## src/hw/rtl/grb_pkg.sv

```systemverilog
// shared types and constants for the geometry residual binarizer
// no dependencies; imported by grb_front, grb_back and the top level
package grb_pkg;

   // input modes
   localparam logic [1:0] MODE_RUN  = 2'd0;
   localparam logic [1:0] MODE_RES  = 2'd1;
   localparam logic [1:0] MODE_TERM = 2'd2;
   localparam logic [1:0] MODE_NONE = 2'd3;

   // context kinds carried with each bin
   localparam logic [2:0] KIND_LEN_EQ0    = 3'd0;
   localparam logic [2:0] KIND_LEN_PREFIX = 3'd1;
   localparam logic [2:0] KIND_LEN_SUFFIX = 3'd2;
   localparam logic [2:0] KIND_RES_EQ0    = 3'd3;
   localparam logic [2:0] KIND_RES_SIGN   = 3'd4;
   localparam logic [2:0] KIND_RES_PREFIX = 3'd5;
   localparam logic [2:0] KIND_RES_SUFFIX = 3'd6;
   localparam logic [2:0] KIND_FINAL      = 3'd7;

   // bins per request, later ones are dropped
   localparam int MAX_BINS = 32;
   localparam int CNT_BITS = $clog2(MAX_BINS);

   // parameter defaults
   localparam int NUM_RES_CONTEXTS_DEF = 8;
   localparam int VALUE_BITS_DEF       = 16;

   // classified request, control part
   typedef struct packed {
      logic [1:0] mode;
      logic       zero;
      logic       neg;
      logic       flag;
      logic [2:0] ctx;
   } cmd_type;

endpackage

```

## src/hw/rtl/grb_front.sv

```systemverilog
// front end: accepts requests, classifies them and queues them for the back end
// depends on grb_pkg
module grb_front
   import grb_pkg::*;
#(
   parameter int NUM_RES_CONTEXTS = NUM_RES_CONTEXTS_DEF,
   parameter int VALUE_BITS       = VALUE_BITS_DEF
) (
   input  logic                         clock,
   input  logic                         reset,
   input  logic                         req_push,
   output logic                         req_full,
   input  logic [1:0]                   req_mode,
   input  logic signed [VALUE_BITS-1:0] req_value,
   input  logic [2:0]                   req_ctx_select,
   output logic                         q_valid,
   input  logic                         q_pop,
   output cmd_type                      q_cmd,
   output logic [VALUE_BITS-1:0]        q_sym
);

   localparam int         CTX_MAX_INT = (NUM_RES_CONTEXTS > 8) ? 7 : NUM_RES_CONTEXTS - 1;
   localparam logic [2:0] CTX_MAX     = 3'(CTX_MAX_INT);

   // two-entry queue
   cmd_type               cmd_q_ff [2];
   logic [VALUE_BITS-1:0] sym_q_ff [2];
   logic                  wr_ptr_ff, wr_ptr_in;
   logic                  rd_ptr_ff, rd_ptr_in;
   logic [1:0]            count_ff, count_in;

   logic                  accept, write;
   logic [VALUE_BITS-1:0] raw, mag, len, base;
   logic                  neg;
   logic [2:0]            ctx;
   cmd_type               cmd_new;

   always_comb begin
      raw = VALUE_BITS'(req_value);
      neg = raw[VALUE_BITS-1];
      // most negative value maps onto its exact magnitude as unsigned
      mag = neg ? (~raw + VALUE_BITS'(1)) : raw;
      len = neg ? '0 : mag;
      ctx = (32'(req_ctx_select) >= NUM_RES_CONTEXTS) ? CTX_MAX : req_ctx_select;
      base = (req_mode == MODE_RUN) ? len : mag;
      cmd_new.mode = req_mode;
      cmd_new.zero = (base == '0);
      cmd_new.neg  = neg;
      cmd_new.flag = raw[0];
      cmd_new.ctx  = ctx;
   end

   assign req_full = (count_ff == 2'd2);
   assign accept   = req_push && !req_full;
   // unused mode yields no bins, so it is dropped here
   assign write    = accept && (req_mode != MODE_NONE);
   assign q_valid  = (count_ff != 2'd0);
   assign q_cmd    = cmd_q_ff[rd_ptr_ff];
   assign q_sym    = sym_q_ff[rd_ptr_ff];

   always_comb begin
      wr_ptr_in = write ? !wr_ptr_ff : wr_ptr_ff;
      rd_ptr_in = q_pop ? !rd_ptr_ff : rd_ptr_ff;
      count_in  = count_ff + 2'(write) - 2'(q_pop);
   end

   always_ff @(posedge clock) begin
      if (reset) begin
         wr_ptr_ff <= 1'b0;
         rd_ptr_ff <= 1'b0;
         count_ff  <= 2'd0;
      end else begin
         wr_ptr_ff <= wr_ptr_in;
         rd_ptr_ff <= rd_ptr_in;
         count_ff  <= count_in;
      end
   end

   always_ff @(posedge clock) begin
      if (write) begin
         cmd_q_ff[wr_ptr_ff] <= cmd_new;
         sym_q_ff[wr_ptr_ff] <= base - VALUE_BITS'(1);
      end
   end

endmodule

```

## src/hw/rtl/grb_back.sv

```systemverilog
// back end: walks one classified request bin by bin into the result register
// depends on grb_pkg
module grb_back
   import grb_pkg::*;
#(
   parameter int VALUE_BITS = VALUE_BITS_DEF
) (
   input  logic                  clock,
   input  logic                  reset,
   input  logic                  q_valid,
   output logic                  q_pop,
   input  cmd_type               q_cmd,
   input  logic [VALUE_BITS-1:0] q_sym,
   output logic                  rsp_empty,
   input  logic                  rsp_pop,
   output logic                  rsp_bin,
   output logic [2:0]            rsp_context_kind,
   output logic [2:0]            rsp_context_index,
   output logic                  rsp_last_bin,
   output logic                  rsp_flush
);

   localparam int KW = $clog2(VALUE_BITS + 1);

   typedef enum logic [1:0] {PH_HEAD, PH_SIGN, PH_PREFIX, PH_SUFFIX} phase_type;

   phase_type             phase_ff, phase_in;
   logic                  act_ff, act_in;
   cmd_type               cmd_ff;
   logic [VALUE_BITS-1:0] sym_ff, sym_in;
   logic [KW-1:0]         k_ff, k_in;
   logic [CNT_BITS-1:0]   cnt_ff, cnt_in;
   logic                  rsp_valid_ff;
   logic                  bin_ff, last_ff, flush_ff;
   logic [2:0]            kind_ff, index_ff;

   logic                  out_ready, step, done;
   logic                  bin_in, nat_last, flush_in;
   logic [2:0]            kind_in, index_in;
   logic [VALUE_BITS:0]   pow_k;
   logic                  ge;
   logic [KW-1:0]         km1;
   logic [VALUE_BITS-1:0] shifted;

   assign out_ready = !rsp_valid_ff || rsp_pop;
   assign step      = act_ff && out_ready;
   assign q_pop     = !act_ff && q_valid;

   always_comb begin
      pow_k    = (VALUE_BITS + 1)'(1) << k_ff;
      ge       = {1'b0, sym_ff} >= pow_k;
      km1      = k_ff - KW'(1);
      shifted  = sym_ff >> km1;
      phase_in = phase_ff;
      sym_in   = sym_ff;
      k_in     = k_ff;
      bin_in   = 1'b0;
      nat_last = 1'b0;
      flush_in = 1'b0;
      kind_in  = KIND_FINAL;
      index_in = (cmd_ff.mode == MODE_RES) ? cmd_ff.ctx : 3'd0;
      unique case (phase_ff)
         PH_HEAD: begin
            if (cmd_ff.mode == MODE_TERM) begin
               bin_in   = cmd_ff.flag;
               kind_in  = KIND_FINAL;
               flush_in = 1'b1;
               nat_last = 1'b1;
            end else begin
               bin_in   = cmd_ff.zero;
               kind_in  = (cmd_ff.mode == MODE_RES) ? KIND_RES_EQ0 : KIND_LEN_EQ0;
               nat_last = cmd_ff.zero;
               if (cmd_ff.mode == MODE_RES) begin
                  phase_in = PH_SIGN;
               end else begin
                  phase_in = PH_PREFIX;
                  k_in     = KW'(2);
               end
            end
         end
         PH_SIGN: begin
            bin_in   = !cmd_ff.neg;
            kind_in  = KIND_RES_SIGN;
            phase_in = PH_PREFIX;
            k_in     = KW'(1);
         end
         PH_PREFIX: begin
            bin_in  = ge;
            kind_in = (cmd_ff.mode == MODE_RES) ? KIND_RES_PREFIX : KIND_LEN_PREFIX;
            if (ge) begin
               sym_in = sym_ff - pow_k[VALUE_BITS-1:0];
               k_in   = k_ff + KW'(1);
            end else begin
               phase_in = PH_SUFFIX;
            end
         end
         PH_SUFFIX: begin
            bin_in   = shifted[0];
            kind_in  = (cmd_ff.mode == MODE_RES) ? KIND_RES_SUFFIX : KIND_LEN_SUFFIX;
            k_in     = km1;
            nat_last = (k_ff == KW'(1));
         end
         default: begin
            phase_in = PH_HEAD;
         end
      endcase
      // the 32nd bin always closes the request
      done   = nat_last || (cnt_ff == CNT_BITS'(MAX_BINS - 1));
      cnt_in = cnt_ff + CNT_BITS'(1);
      act_in = act_ff;
      if (q_pop) begin
         act_in = 1'b1;
      end else if (step && done) begin
         act_in = 1'b0;
      end
   end

   always_ff @(posedge clock) begin
      if (reset) begin
         act_ff       <= 1'b0;
         phase_ff     <= PH_HEAD;
         cnt_ff       <= '0;
         rsp_valid_ff <= 1'b0;
      end else begin
         act_ff <= act_in;
         if (q_pop) begin
            phase_ff <= PH_HEAD;
            cnt_ff   <= '0;
         end else if (step) begin
            phase_ff <= phase_in;
            cnt_ff   <= cnt_in;
         end
         if (step) begin
            rsp_valid_ff <= 1'b1;
         end else if (rsp_pop) begin
            rsp_valid_ff <= 1'b0;
         end
      end
   end

   always_ff @(posedge clock) begin
      if (q_pop) begin
         cmd_ff <= q_cmd;
         sym_ff <= q_sym;
         k_ff   <= '0;
      end else if (step) begin
         sym_ff <= sym_in;
         k_ff   <= k_in;
      end
      if (step) begin
         bin_ff   <= bin_in;
         kind_ff  <= kind_in;
         index_ff <= index_in;
         last_ff  <= done;
         flush_ff <= flush_in;
      end
   end

   assign rsp_empty         = !rsp_valid_ff;
   assign rsp_bin           = bin_ff;
   assign rsp_context_kind  = kind_ff;
   assign rsp_context_index = index_ff;
   assign rsp_last_bin      = last_ff;
   assign rsp_flush         = flush_ff;

endmodule

```

## src/hw/rtl/geometry_residual_binarizer.sv

```systemverilog
// top level of the geometry residual binarizer: exp-golomb bins with context tags
// depends on grb_pkg, grb_front and grb_back
//
//   channel   fields                                          handshake
//   request   mode value ctx_select                           push / full
//   result    bin context_kind context_index last_bin flush   empty / pop
//
// one bin per cycle leaves the back end while results are popped; each request is first
// loaded into the sequencer, and the longest 16-bit residual gives 32 bins
// the bin sequencer in grb_back is the limit; the two-entry request queue lets
// requests be taken while the sequencer is busy
// reset is synchronous and empties the queue, the sequencer and the result register
// a stalled result (pop low) holds the sequencer; the queue keeps filling until full
module geometry_residual_binarizer
   import grb_pkg::*;
#(
   parameter int NUM_RES_CONTEXTS = NUM_RES_CONTEXTS_DEF,
   parameter int VALUE_BITS       = VALUE_BITS_DEF
) (
   input  logic                         clock,
   input  logic                         reset,
   // request side
   input  logic                         req_push,
   output logic                         req_full,
   input  logic [1:0]                   req_mode,
   input  logic signed [VALUE_BITS-1:0] req_value,
   input  logic [2:0]                   req_ctx_select,
   // result side
   output logic                         rsp_empty,
   input  logic                         rsp_pop,
   output logic                         rsp_bin,
   output logic [2:0]                   rsp_context_kind,
   output logic [2:0]                   rsp_context_index,
   output logic                         rsp_last_bin,
   output logic                         rsp_flush
);

   // classified request between front and back
   logic                  q_valid;
   logic                  q_pop;
   cmd_type               q_cmd;
   logic [VALUE_BITS-1:0] q_sym;

   // front: magnitude, zero test, context clamp, queue
   grb_front #(
      .NUM_RES_CONTEXTS (NUM_RES_CONTEXTS),
      .VALUE_BITS       (VALUE_BITS)
   ) u_front (
      .clock          (clock),
      .reset          (reset),
      .req_push       (req_push),
      .req_full       (req_full),
      .req_mode       (req_mode),
      .req_value      (req_value),
      .req_ctx_select (req_ctx_select),
      .q_valid        (q_valid),
      .q_pop          (q_pop),
      .q_cmd          (q_cmd),
      .q_sym          (q_sym)
   );

   // back: zero flag, sign, prefix, suffix and termination bins, result register
   grb_back #(
      .VALUE_BITS (VALUE_BITS)
   ) u_back (
      .clock             (clock),
      .reset             (reset),
      .q_valid           (q_valid),
      .q_pop             (q_pop),
      .q_cmd             (q_cmd),
      .q_sym             (q_sym),
      .rsp_empty         (rsp_empty),
      .rsp_pop           (rsp_pop),
      .rsp_bin           (rsp_bin),
      .rsp_context_kind  (rsp_context_kind),
      .rsp_context_index (rsp_context_index),
      .rsp_last_bin      (rsp_last_bin),
      .rsp_flush         (rsp_flush)
   );

endmodule

```

## config.mk

```make
export PLATFORM = sky130hd
export DESIGN_NAME = geometry_residual_binarizer
export DESIGN_NICKNAME = d
export VERILOG_FILES = /design/src/hw/rtl/grb_pkg.sv /design/src/hw/rtl/grb_front.sv /design/src/hw/rtl/grb_back.sv /design/src/hw/rtl/geometry_residual_binarizer.sv
export SDC_FILE = /design/constraint.sdc
export NUM_CORES = 1
export LEC_CHECK = 0
export ABC_CLOCK_PERIOD_IN_PS = 6100
export BUFFER_PORTS_ARGS = -buffer_cell sky130_fd_sc_hd__buf_2
export CAP_MARGIN = 20
export CORE_MARGIN = 4
export CORE_UTILIZATION = 65
export CTS_CLUSTER_DIAMETER = 120
export DETAILED_ROUTE_END_ITERATION = 10
export GPL_ROUTABILITY_DRIVEN = 0
export HOLD_SLACK_MARGIN = 0.12
export PLACE_DENSITY = 0.84
export SLEW_MARGIN = 20
export SYNTH_ARGS = -nofsm -noshare
export SYNTH_HDL_FRONTEND = slang
export SYNTH_SLANG_ARGS = --single-unit
```

## constraint.sdc

```tcl
create_clock -name clock -period 6.1 [get_ports clock]
set_input_delay 0.61 -clock clock [delete_from_list [all_inputs] [get_ports clock]]
set_output_delay 0.61 -clock clock [all_outputs]
set_load 0.05 [all_outputs]
```

==> metrics, run 1 <==
Core Area=9200 um2; syn_area_per_cell=10.5 um2; # fillers=649; post-CTS setup repair buffer count=0; Synth Area in XOR/XNOR=5.32%; Post-Synth Adder-Cell Area=7.72%; clk_lat worst skew=0.38 ns; input/output buffers=35; CP required=6.23 ns; post-DR wirelength/cell=17.7 um; Yosys reg bits=100; Synthesized Nets=642; CP delay by family, top=compound AO/OA/AOI/OAI gates; hold slack=0.409 ns; initial antenna violation count=0; hold_buf cts=0; row count=35; critical-path cell list=inv_1, ha_1, nor2b_1, and2_1, ha_1, fa_1, nor2b_1, o21ai_1, a21oi_1, o31ai_1, a311oi_1, o21ai_0, a31o_1; vias in the first global route=4401; Tot GR Track Use=23.9%; Congestion Overflow GR=0; most frequent cells in the layout=edfxtp_1, nand2_1, nor2_1; Top FF cell, synth=edfxtp_1; largest net degree at the start of global routing=28; max-cap violations=0; Cells on Worst Hold Path=1; share of the synthesized area in the top cell type=39.9%; fin nets=675; Startpoint Class=flip-flop; critical path class=reg2reg; endpoints failing setup=0; Final Hold Vio Count=0; Synth area leader=edfxtp_1; Post-synth ARST share=0%; leading post-synthesis cells by cell area=edfxtp_1, ha_1, dfxtp_1; sum of buffers and inverters on the critical path=1; Vert. Die Dim=105 um; Compound-Gate Fraction of Synth Area=15.2%; die area=11000 um2; 1st-pass router iterations=5; multiplexer share of the synthesized area=5.50%; Synth Cell Area=6090 um2; main combinational cell family by area after synthesis=simple AND/OR/NAND/NOR gates; clk root buf=clkbuf_8; antenna diode count=0; Num CTS Buffers=9; Final period util=58.1%; maximum root-to-sink buffer count=2; share of post-route cells with drive strength above 1=15.7%; PwrDens=462 nW/um2; YS warnings=0; Post-Syn Instances=580; final WL=12900 um; sequential area share after synthesis=46.2%; Post-DRT Antenna Nets=0; worst vdd ir=238 uV; CTS clk-pin slew, worst paths=0.12 ns; outcome=finished, final reports clean; Chip Width=105 um; Starting Density=66.2%; synth unique cells=78; Crit-path slowest cell=dfxtp_1; simple-gate portion of the synthesized area=17.2%; Layout area overhead=8.03%; Starting DRT DRC Count=333; maximum clock rate=282 MHz; Worst path depth=13; Crit. End Element=flip-flop; CP arrival=3.68 ns; final slew viol count=0; routed vias/inst=6.27; Final min period=3.54 ns; RSZ-0062 raised after global routing=no; Slew headroom=40.1%; H-tree levels=3; first-pass GRT wire length=21300 um; largest fanout on the critical path=11; final setup TNS=0 ns; drt drc=0; EDFF count, synth=81; clock sink total=100; CTS tree=done; Hold Crit Class=in2reg; Slew @ Worst Pin=0.897 ns; Clock Skew=0.0162 ns; io pins=36; routed via count=4572; total power=0.00304 W; R2R depth=13; Largest stage delay, worst path=0.63 ns; most common cell after layout, fill and taps aside=edfxtp_1; post-cts resize count=0; Leak=2.49 nW; DP HPWL=9540 um
cell usage after synthesis (all sizes together), types with 5 or more instances:
library cell   n
xnor2         23
a211oi        11
mux4           5
inv           30
a31oi          5
mux2          10
and2           9
nor3          11
nand2         58
a21oi         38
a21o          12
nand2b         8
xor2          14
edfxtp        81
mux2i         11
buf            8
clkbuf         7
nor2b         20
and3           7
nand3         17
ha            36
dfxtp         19
o21ai         27
nor2          46
layer usage:
layer  GRT usage, %  wire (um)
met1           30.6       5460
met2           41.5       6480
met3           3.89        679
met4           7.40        270
met5              0          0
report_power, final:
part | switching, W | internal, W
logic | 0.000881 | 0.000590
clock network | 0.000270 | 0.000166
registers | 0.000128 | 0.00100
total | 0.00128 | 0.00176
layout make-up:
type                    count  area (um2)  area share [%]
clock inverters             7        91.3            1.39
inverters                  31         116            1.77
multi-input cells         434        3110            47.2
flip-flops and latches    100        2810            42.7
repair buffers             37         190            2.89
well taps                 111         139            2.11
clock buffers               9         124            1.88
flip-flops by register name, indices dropped and copies added, names as in the netlist, 2 cells and up, named ones only:
name                      count
u_back.cnt_ff                 5
u_front.count_ff              2
u_back.cmd_ff                 8
u_back.rsp_context_kind       3
u_back.rsp_context_index      3
u_back.phase_ff               2
u_front.cmd_q_ff             16
u_front.sym_q_ff             32
u_back.sym_ff                16
u_back.k_ff                   5
per-stage QoR:
step / utilization (%) / instances / instance area, um2 / worst slack (ns)
2_1_floorplan: - / 580 / 6090 / 2.34
3_3_place_gp: 69.2 / 713 / 6360 / 2.79
3_5_place_dp: 69.2 / 713 / 6360 / 2.54
4_1_cts: 71.6 / 729 / 6580 / 2.59
5_1_grt: 71.6 / 729 / 6580 / 2.29
6_report: 71.6 / 729 / 6580 / 2.56
kinds of logic (layout without fill, tap and decap cells):
| group | after synthesis | after routing |
|---|---|---|
| AO/OA/AOI/OAI | 135 | 135 |
| XOR/XNOR | 37 | 37 |
| adder cells (fa/ha/maj) | 37 | 37 |
| buffers and inverters | 46 | 84 |
| flip-flops | 100 | 100 |
| multiplexers | 26 | 26 |
| AND/OR/NAND/NOR | 199 | 199 |
final timing paths:
path	startpoint	end	slack, ns
max	u_back.k_ff[0]	u_back.sym_ff[14]	2.56
min	req_ctx_select[1]	u_front.cmd_q_ff[1][1]	0.41
max reg2reg	u_back.k_ff[0]	u_back.sym_ff[14]	2.56
min reg2reg	u_back.cnt_ff[4]	u_back.cnt_ff[4]	0.48
(Power assumes the default switching activity.)
==> run 2, diff against run 1 <==
--- a/config.mk
+++ b/config.mk
@@ -5,16 +5,16 @@
 export SDC_FILE = /design/constraint.sdc
 export NUM_CORES = 1
 export LEC_CHECK = 0
-export ABC_CLOCK_PERIOD_IN_PS = 6100
+export ABC_CLOCK_PERIOD_IN_PS = 2850
 export BUFFER_PORTS_ARGS = -buffer_cell sky130_fd_sc_hd__buf_2
 export CAP_MARGIN = 20
 export CORE_MARGIN = 4
-export CORE_UTILIZATION = 65
+export CORE_UTILIZATION = 56
 export CTS_CLUSTER_DIAMETER = 120
 export DETAILED_ROUTE_END_ITERATION = 10
 export GPL_ROUTABILITY_DRIVEN = 0
 export HOLD_SLACK_MARGIN = 0.12
-export PLACE_DENSITY = 0.84
+export PLACE_DENSITY = 0.77
 export SLEW_MARGIN = 20
 export SYNTH_ARGS = -nofsm -noshare
 export SYNTH_HDL_FRONTEND = slang
==> constraint.sdc (replaced) <==
create_clock -name clock -period 2.85 [get_ports clock]
set_input_delay 0.285 -clock clock [delete_from_list [all_inputs] [get_ports clock]]
set_output_delay 0.285 -clock clock [all_outputs]
set_load 0.05 [all_outputs]
==> run 2 against run 1 <==
Against the previous run: fmax rose by 25%; core utilization decreased by 3.2 points; count of clock-buffer cells in the layout unchanged; global-route usage shrank 2.7 points; via count is 1.5% higher; sequential share of layout area is 3.3 points lower; non-clock buffer count increased by 38; worst setup slack got worse by 2.5 ns; clock power rose by 130%; clock skew is 0.0047 ns lower; critical endpoint is now u_back.sym_ff[8]; largest power group unchanged; highest routed layer unchanged.
==> metrics, run 2 (synthesis results as in run 1) <==
outcome=finished, final reports clean; # fillers=796 (+23%); die area=12600 um2 (+15%); Crit. End Element=flip-flop; drt drc=0 (unchanged); initial antenna violation count=0 (unchanged); Layout area overhead=17.4%; first-pass GRT wire length=21900 um (+2.5%); clk root buf=clkbuf_8; largest fanout on the critical path=9 (-2); Clock Skew=0.0115 ns (-0.00469 ns); RSZ-0062 raised after global routing=yes; largest registers=u_front.sym_q_ff x32, u_back.sym_ff x16, u_front.cmd_q_ff x16; Hold Crit Class=in2reg; max reg flops=32 (unchanged); Slew @ Worst Pin=0.764 ns (-0.134 ns); Starting Density=58.2% (-8.0 points); PwrDens=1010 nW/um2 (+120%); 1st-pass router iterations=5 (unchanged); Final Hold Vio Count=0 (unchanged); fin nets=713 (+5.6%); Core Area=10500 um2 (+14%); maximum clock rate=352 MHz (+25%); vias in the first global route=4687 (+6.5%); worst vdd ir=552 uV (+130%); share of post-route cells with drive strength above 1=24.8% (+9.2 points); Final period util=99.6% (+42 points); Leak=2.71 nW (+9.2%); Chip Width=112 um (+7.1%); largest net degree at the start of global routing=25 (-11%); max-cap violations=0 (unchanged); Num CTS Buffers=9 (unchanged); Multi-input gate area=3320 um2 (+7.0%); hold path start=reset; final slew viol count=0 (unchanged); endpoints failing setup=0 (unchanged); io pins=36 (unchanged); hold slack=0.186 ns (-0.224 ns); CTS clk-pin slew, worst paths=0.10 ns (-0.02 ns); maximum root-to-sink buffer count=2 (unchanged); total power=0.00722 W (+140%); Startpoint Class=flip-flop; Congestion Overflow GR=0 (unchanged); most common cell after layout, fill and taps aside=edfxtp_1; clock sink total=100 (unchanged); CP arrival=2.97 ns (-0.71 ns); Vert. Die Dim=112 um (+7.1%); clk_lat worst skew=0.37 ns (about the same); Final min period=2.84 ns (-0.704 ns); routed via count=4640 (+1.5%); Tot GR Track Use=21.2% (-2.7 points); H-tree levels=3 (unchanged); Largest Register=u_front.sym_q_ff; critical path class=reg2reg; Starting DRT DRC Count=295 (-11%); Slew headroom=49.0% (+8.9 points); input/output buffers=35 (unchanged); most frequent cells in the layout=edfxtp_1, nand2_1, nor2_1; routed vias/inst=5.86 (-6.6%); post-DR wirelength/cell=16.4 um (-7.1%); CP required=2.98 ns (-3.25 ns); r2r startpoint=u_back.k_ff[3]; register area=2820 um2 (+0.27%); antenna diode count=0 (unchanged); CTS tree=done; final WL=13000 um (+0.88%); DP HPWL=9690 um (+1.5%); Post-DRT Antenna Nets=0 (unchanged); row count=37 (+5.7%); Critical Path Source=u_back.k_ff[3]
-- run 2: cell types whose count changed in the layout (fill, tap and decap cells not counted), moves of 4 or more --
cell	previous run	this run
dfxtp_1	19	15
ha_4	0	6
buf_4	2	35
nor2b_1	19	15
ha_1	36	28
clkinv_8	4	0
-- run 2: routing by layer --
| metal | global-route usage [%] | vias up | routed length [um] |
|---|---|---|---|
| met5 | 0 | - | 0 |
| met4 | 7.37 | 0 | 325 |
| li1 | - | 2264 | - |
| met2 | 36.9 | 138 | 6490 |
| met3 | 3.56 | 23 | 675 |
| met1 | 26.8 | 2215 | 5510 |
-- run 2: path summary, 6_finish.rpt --
| check | end | slack [ns] | cells past startpoint |
|---|---|---|---|
| setup / recovery | u_back.sym_ff[8] | 0.01 | 12 |
| hold reg to reg | u_back.cnt_ff[4] | 0.48 | 2 |
| setup reg to reg | u_back.sym_ff[8] | 0.01 | 12 |
| hold / removal | u_back.act_ff | 0.19 | 2 |
-- run 2: final cells by class --
class / count / share of cell area [%]
clock inverter: 7 / 1.35
sequential: 100 / 39.4
timing repair buffer: 75 / 6.98
multi-input combinational: 434 / 46.5
tap: 136 / 2.38
clock buffer: 9 / 1.73
inverter: 31 / 1.66
-- run 2: timing repair --
action,CTS,global route
pin swaps,3,18
buffers inserted,2,4
hold buffers,3,0
setup endpoints to repair,19,32
resized for setup,11,29
endpoints found under the hold margin,6,0
-- run 2: power by group --
part	leakage (nW)	internal (W)	switching, W	total, W
Combinational	1.69	0.00169	0.00211	0.00381
Sequential	0.914	0.00215	0.000255	0.00241
Clock	0.111	0.000500	0.000504	0.00100
-- run 2: stage by stage --
stage                     instances  utilization (%)  worst slack (ns)  cell area (um2)  setup TNS, ns
after floorplan                 580                -           -0.0174             6140        -0.0226
after global routing            792             68.4           -0.0823             7150         -0.271
after CTS                       788             66.8           -0.0143             6990        -0.0143
after detailed placement        767             63.7            -0.100             6660         -0.188
after global placement          767             63.7            0.0221             6660              0
final                           792             68.4            0.0120             7150              0
-- run 2: worst max-delay path, cell delays in order (launching register included) --
cell and delay (ns):
dfxtp_1 0.52, nor2_1 0.15, and2_4 0.19, ha_4 0.16, fa_2 0.39, nor2b_2 0.13, o21ai_2 0.09, a21oi_4 0.20
buf_6 0.13, o21ai_4 0.05, a211oi_2 0.23, o21ai_1 0.11, a31o_2 0.25
